<file path="src/sv/cfft_pkg.sv">
package cfft_pkg;

  // Fixed field widths of the request and result items
  localparam int unsigned REQ_W      = 3;
  localparam int unsigned BUCKET_W   = 10;
  localparam int unsigned SLOT_W     = 2;
  localparam int unsigned TAG_W      = 63;
  localparam int unsigned STATUS_W   = 2;
  localparam int unsigned CFG_IDX_W  = 1;
  localparam int unsigned CFG_DATA_W = 6;
  localparam int unsigned TAG_BITS_W = 6;
  localparam int unsigned LOG2_W     = 4;
  localparam int unsigned S_TDATA_W  = 88;
  localparam int unsigned M_TDATA_W  = 128;

  // Configuration register indexes
  localparam logic [CFG_IDX_W-1:0] CFG_TAG_BITS = 1'b0;
  localparam logic [CFG_IDX_W-1:0] CFG_BKT_LOG2 = 1'b1;

  localparam logic [TAG_BITS_W-1:0] TAG_BITS_RST = 6'd16;
  localparam logic [LOG2_W-1:0]     BKT_LOG2_RST = 4'd10;

  typedef enum logic [REQ_W-1:0] {
    REQ_INSERT = 3'd0,
    REQ_DELETE = 3'd1,
    REQ_FIND1  = 3'd2,
    REQ_FIND2  = 3'd3,
    REQ_READ   = 3'd4,
    REQ_WRITE  = 3'd5
  } req_e;

  typedef enum logic [STATUS_W-1:0] {
    ST_OK       = 2'd0,
    ST_BKT_OOR  = 2'd1,
    ST_SLOT_OOR = 2'd2,
    ST_TAG_WIDE = 2'd3
  } status_e;

  typedef enum logic [2:0] {
    CS_CLEAR,
    CS_IDLE,
    CS_RD_A,
    CS_RD_B,
    CS_EXEC
  } ctrl_state_e;

  typedef struct packed {
    logic [REQ_W-1:0]    req_type;
    logic [BUCKET_W-1:0] bucket;
    logic [BUCKET_W-1:0] alt_bucket;
    logic [SLOT_W-1:0]   slot;
    logic [TAG_W-1:0]    tag_value;
    logic                kickout;
    logic [SLOT_W-1:0]   victim_slot;
  } req_t;

  // controller -> datapath
  typedef struct packed {
    logic clr_en;
    logic take_req;
    logic rd_en;
    logic rd_alt;
    logic hold_a;
    logic exec_en;
  } ctrl_cmd_t;

  // datapath -> controller
  typedef struct packed {
    logic clr_last;
    logic find_two;
    logic out_busy;
  } ctrl_sts_t;

endpackage

</file>
<file path="src/sv/cfft_ctrl.sv">
module cfft_ctrl (
  input  logic                clk_i,
  input  logic                rst_ni,
  input  logic                in_valid_i,
  output logic                in_ready_o,
  input  cfft_pkg::ctrl_sts_t sts_i,
  output cfft_pkg::ctrl_cmd_t cmd_o
);
  import cfft_pkg::*;

  ctrl_state_e state_q, state_d;

  always_ff @(posedge clk_i or negedge rst_ni) begin
    if (!rst_ni) begin
      state_q <= CS_CLEAR;
    end else begin
      state_q <= state_d;
    end
  end

  always_comb begin
    state_d    = state_q;
    cmd_o      = '0;
    in_ready_o = 1'b0;
    case (state_q)
      CS_CLEAR: begin
        cmd_o.clr_en = 1'b1;
        if (sts_i.clr_last) state_d = CS_IDLE;
      end
      CS_IDLE: begin
        in_ready_o = 1'b1;
        if (in_valid_i) begin
          cmd_o.take_req = 1'b1;
          state_d        = CS_RD_A;
        end
      end
      CS_RD_A: begin
        cmd_o.rd_en = 1'b1;
        state_d     = sts_i.find_two ? CS_RD_B : CS_EXEC;
      end
      CS_RD_B: begin
        cmd_o.rd_en  = 1'b1;
        cmd_o.rd_alt = 1'b1;
        cmd_o.hold_a = 1'b1;
        state_d      = CS_EXEC;
      end
      CS_EXEC: begin
        if (!sts_i.out_busy) begin
          cmd_o.exec_en = 1'b1;
          state_d       = CS_IDLE;
        end
      end
      default: state_d = CS_CLEAR;
    endcase
  end

endmodule

</file>
<file path="config.mk">
export PLATFORM = sky130hd
export DESIGN_NAME = cfft_ctrl
export DESIGN_NICKNAME = d
export VERILOG_FILES = /design/src/sv/cfft_pkg.sv /design/src/sv/cfft_ctrl.sv
export SDC_FILE = /design/constraint.sdc
export NUM_CORES = 1
export LEC_CHECK = 0
export BUFFER_PORTS_ARGS = -buffer_cell sky130_fd_sc_hd__buf_2
export CAP_MARGIN = 20
export CORE_AREA = 2 2 39 41
export CTS_CLUSTER_SIZE = 28
export DETAILED_ROUTE_END_ITERATION = 8
export DIE_AREA = 0 0 41 43
export GPL_ROUTABILITY_DRIVEN = 1
export SLEW_MARGIN = 20
export SYNTH_ARGS = -nofsm -noshare
export SYNTH_HDL_FRONTEND = slang
export SYNTH_SLANG_ARGS = --single-unit
</file>
<file path="constraint.sdc">
create_clock -name clk_i -period 1.3 [get_ports clk_i]
set_input_delay 0.195 -clock clk_i [delete_from_list [all_inputs] [get_ports clk_i]]
set_output_delay 0.195 -clock clk_i [all_outputs]
set_load 0.1 [all_outputs]
</file>
==> qor.yml, run 1 <==
globalRouteTotalUtil: 0.126
grt_pass1_wl_mm: 1.44
synthDominantAreaCellType: "dfrtp_1"
initial_utilization: 0.175
place_ws_ps: 29.9
worst-endpoint-arrival_ps: 1260
critical_path_required_ps: 1110
detail_route.wl_per_cell_microns: 11.5
drv_cap: 0
setup_viol: 7
vias_cell: 4.35
cts.clk_slew.worst_paths_ps: 40
critPathCaptureType: "output port"
slew_viol_final: 0
fp-row-count: 14
post-dp-hpwl_microns: 516
mapped_nets: 35
grt_setup_unrepaired: "yes"
failed_checks: "setup timing"
worst_hold_slack_ps: 249
tritoncts.num_buffers: 3
max_flop_register: "state_q"
place.gp.congestion: 0.738
drt-total-wl_microns: 791
synth-warning-count: 0
leading_cell_type_in_the_layout_fill_and_taps_excluded: "buf_12"
fin_ws_ps: -159
synth_top_area_share: 0.309
cell_area_synth_sq_um: 243
grt_pass1_vias: 328
core_area_sq_um: 1380
synth_cell_types: 18
ys_ff_latch: 3
clock-sinks: 3
min_clock_period_post_route_ps: 1460
number_of_h_tree_levels: 1
fillCellCount: 136
route.antenna.remaining_nets: 0
outcome: "finished, violations left"
ys_top_cells_by_area: "dfrtp_1 31%, nand2b_1 7.7%, nor3_1 6.2%"
post-route-drc-count: 0
grt_max_degree: 7
clockRootBuffer: "clkbuf_4"
number_of_flip_flops_under_the_largest_register_name: 3
overflow: 0
postSynthCellCount: 29
tightest_slew_ps: 257
clk_latency_ps: 250
chipWidth_microns: 41
num_io_pins: 13
post-place-cells: 59
final_net_count: 60
fraction_of_final_layout_cells_with_drive_strength_greater_than_1: 0.698
finClkSkew_ps: 0.709
postSynthAreaPerCell_sq_um: 8.37
number_of_antenna_violations_at_the_first_check_in_global_routing: 0
ctsLongestPathBuffers: 2
antennaDiodeCount: 0
place_area_sq_um: 507
synth_sequential_area_ratio: 0.309
path_max_fanout: 6
cts_tree: "done"
largestRegisters: "state_q (3)"
worst_slew_margin_rel: 0.828
place.port_buffers: 12
hold_viol: 0
critical_path_class: "reg2out"
final_cell_count_no_fill: 69
drtIter0Drc: 0
vias: 300
hold_path_class: "in2reg"
floorplan.die_area_sq_um: 1760
critPathLaunchType: "flop"
final_critical_path_share_of_the_clock_period: 1.12
dieHeight_microns: 43
fmax_ghz: 0.686
layout.cells.most_common_list: "8 x buf_12, 5 x buf_2, 5 x buf_4"
layout-area-overhead-vs-synth_pct: 147
finish.instance_area_sq_um: 599
detailedRoute.firstPassIterationCount: 1
## final timing paths
path | from | to | slack [ps] | depth (start not counted)
setup / recovery | state_q[2] | cmd_o[5] | -160 | 3
hold / removal | sts_i[2] | state_q[2] | 250 | 3
setup reg to reg | state_q[2] | state_q[0] | 60 | 4
hold reg to reg | state_q[1] | state_q[2] | 680 | 2
max in group asynchronous | rst_ni | state_q[0] | 910 | 2
min in group asynchronous | rst_ni | state_q[2] | 270 | 2
## cell usage after synthesis
master and n:
nor2b_1 1, nor3_1 3, o211ai_1 1, a221o_1 1
o21ai_0 1, a22oi_1 1, nor3b_1 1, buf_6 1
inv_1 2, nor2b_2 1, buf_4 2, nor2_1 3
nand2b_1 3, dfrtp_1 3, a32oi_1 1, and2_1 2
nand2_1 1, mux2_2 1
## area by class of cell
| class | count | area (sq um) | area share |
|---|---|---|---|
| clock buffers | 4 | 26.3 | 0.0438 |
| inverters | 2 | 7.51 | 0.0125 |
| multi-input cells | 21 | 190 | 0.317 |
| flip-flops and latches | 3 | 77.6 | 0.129 |
| well taps | 16 | 20.0 | 0.0334 |
| repair buffers | 23 | 278 | 0.463 |
## worst max-delay path, stage by stage, from the launching register on
cell and delay [ps]:
dfrtp_2 480, buf_12 160, nor3_4 180, buf_12 200
## through the flow
step	utilization	TNS (ps)
after floorplan	-	-1850
after global placement	0.366	0
after detailed placement	0.366	0
after CTS	0.425	-793
after global routing	0.433	-1080
final	0.433	-784
## routing by layer
metal / global-route usage / wire length, microns
met5: 0 / 0
met2: 0.197 / 433
met4: 0.0800 / 27
met3: 0.0576 / 61
met1: 0.128 / 267
## cells by family (layout without fill, tap and decap cells)
logic type | Yosys count | count (layout) | share of synthesized area
buf+inv | 5 | 29 | 0.139
simple gates | 15 | 15 | 0.345
flops | 3 | 3 | 0.309
mux | 1 | 1 | 0.0464
compound gates | 5 | 5 | 0.160
## what timing repair did
action,4_1_cts,5_1_grt
gates resized for setup,5,1
endpoints found under the setup margin,7,7
buffers inserted,4,1
cloned,0,0
hold buffers,1,0
pin swaps,4,2
endpoints found under the hold margin,3,0
Power of run 1 is not shown: default switching activity piles up to over one toggle a cycle in this logic, so the estimate is an artifact.
==> run 2: changes to the inputs <==
--- a/config.mk
+++ b/config.mk
@@ -8,6 +8,7 @@
 export BUFFER_PORTS_ARGS = -buffer_cell sky130_fd_sc_hd__buf_2
 export CAP_MARGIN = 20
 export CORE_AREA = 2 2 39 41
+export CTS_BUF_LIST = sky130_fd_sc_hd__clkbuf_4
 export CTS_CLUSTER_SIZE = 28
 export DETAILED_ROUTE_END_ITERATION = 8
 export DIE_AREA = 0 0 41 43
==> qor.yml, run 2 (synthesis gave the netlist of run 1 again) <==
vias_cell: 4.35
fillCellCount: 134
globalRouteTotalUtil: 0.122
overflow: 0
post-route-drc-count: 0
fp-row-count: 14
vias: 296
floorplan.die_area_sq_um: 1760
critical_path_required_ps: 1110
drtIter0Drc: 3
detail_route.wl_per_cell_microns: 11.0
ctsLongestPathBuffers: 2
min_clock_period_post_route_ps: 1450
clk_latency_ps: 240
post-dp-hpwl_microns: 516
layout.area.seq_sq_um: 77.6
critPathCaptureType: "output port"
fmax_ghz: 0.690
number_of_flip_flops_under_the_largest_register_name: 3
antennaDiodeCount: 0
critical_path_class: "reg2out"
grt_max_degree: 7
cts_tree: "done"
final_net_count: 59
largestRegisters: "state_q (3)"
path_max_fanout: 6
place.gp.congestion: 0.738
finClkSkew_ps: 1.15
grt_setup_unrepaired: "yes"
fin_ws_ps: -148
outcome: "finished, violations left"
max_flop_register: "state_q"
grt_pass1_vias: 309
num_io_pins: 13
layout-area-overhead-vs-synth_pct: 145
worst_slew_margin_rel: 0.858
clockRootBuffer: "clkbuf_4"
clock-sinks: 3
worst-endpoint-arrival_ps: 1250
hold_viol: 0
chipWidth_microns: 41
place.port_buffers: 12
number_of_h_tree_levels: 1
drt-total-wl_microns: 745
layout.cells.most_common_list: "8 x buf_12, 5 x buf_2, 4 x clkbuf_4, 4 x buf_6, 4 x buf_4"
grt_pass1_wl_mm: 1.38
area_of_combinational_cells_with_multiple_inputs_sq_um: 190
initial_utilization: 0.175
finish.instance_area_sq_um: 596
place_area_sq_um: 507
core_area_sq_um: 1380
route.antenna.remaining_nets: 0
fraction_of_final_layout_cells_with_drive_strength_greater_than_1: 0.712
slew_viol_final: 0
leading_cell_type_in_the_layout_fill_and_taps_excluded: "buf_12"
tightest_slew_ps: 213
drv_cap: 0
hold_path_class: "in2reg"
number_of_antenna_violations_at_the_first_check_in_global_routing: 0
failed_checks: "setup timing"
detailedRoute.firstPassIterationCount: 2
worst_hold_slack_ps: 260
final_critical_path_share_of_the_clock_period: 1.11
critPathLaunchType: "flop"
setup_viol: 7
tritoncts.num_buffers: 3
dieHeight_microns: 43
cts.clk_slew.worst_paths_ps: 40
## run 2: cell types whose count changed in the layout (fill, tap and decap cells not counted)
cell	previous run	this run
clkbuf_4	3	4
buf_4	5	4
clkbuf_1	1	0
## run 2: path summary, 6_finish.rpt
| path | startpoint | endpoint | slack (ps) | cells past startpoint |
|---|---|---|---|---|
| worst max-delay path | state_q[2] | cmd_o[5] | -150 | 3 |
| worst min-delay path | sts_i[2] | state_q[2] | 260 | 3 |
| worst max register to register | state_q[2] | state_q[0] | 100 | 4 |
| worst min register to register | state_q[1] | state_q[2] | 680 | 2 |
| max in group asynchronous | rst_ni | state_q[0] | 900 | 2 |
| min in group asynchronous | rst_ni | state_q[2] | 280 | 2 |
## run 2: final cells by class
cell class                      count  area share
Inverter                            2      0.0126
Tap cell                           16      0.0336
Multi-Input combinational cell     21       0.319
Clock buffer                        4      0.0504
Sequential cell                     3       0.130
Timing Repair Buffer               22       0.454
## run 2: critical path, stage by stage (launching register included)
cell and delay [ps]:
dfrtp_2 480, buf_12 160, nor3_4 180, buf_12 200
## run 2: repair_timing
item                       4_1_cts  5_1_grt
setup endpoints to repair        7        7
resized for setup                5        1
setup buffers                    4        0
pin swaps                        4        2
hold endpoints to repair         3        0
hold buffers                     1        0
## run 2: per-layer routing
metal	routed length [microns]	track usage	vias to the layer above
li1	-	-	145
met5	0	0	-
met1	258	0.128	140
met2	434	0.184	11
met3	52	0.0576	0
met4	0	0.0800	0
## run 2: stage by stage
step | utilization | TNS [ps] | setup slack [ps] | instances
final | 0.430 | -717 | -148 | 68
after global routing | 0.430 | -1080 | -203 | 68
after CTS | 0.428 | -806 | -159 | 68
after detailed placement | 0.366 | 0 | 29.9 | 59
after global placement | 0.366 | 0 | 32.6 | 59
after floorplan | - | -1850 | -611 | 29
Power of run 2 is left out for the same reason.
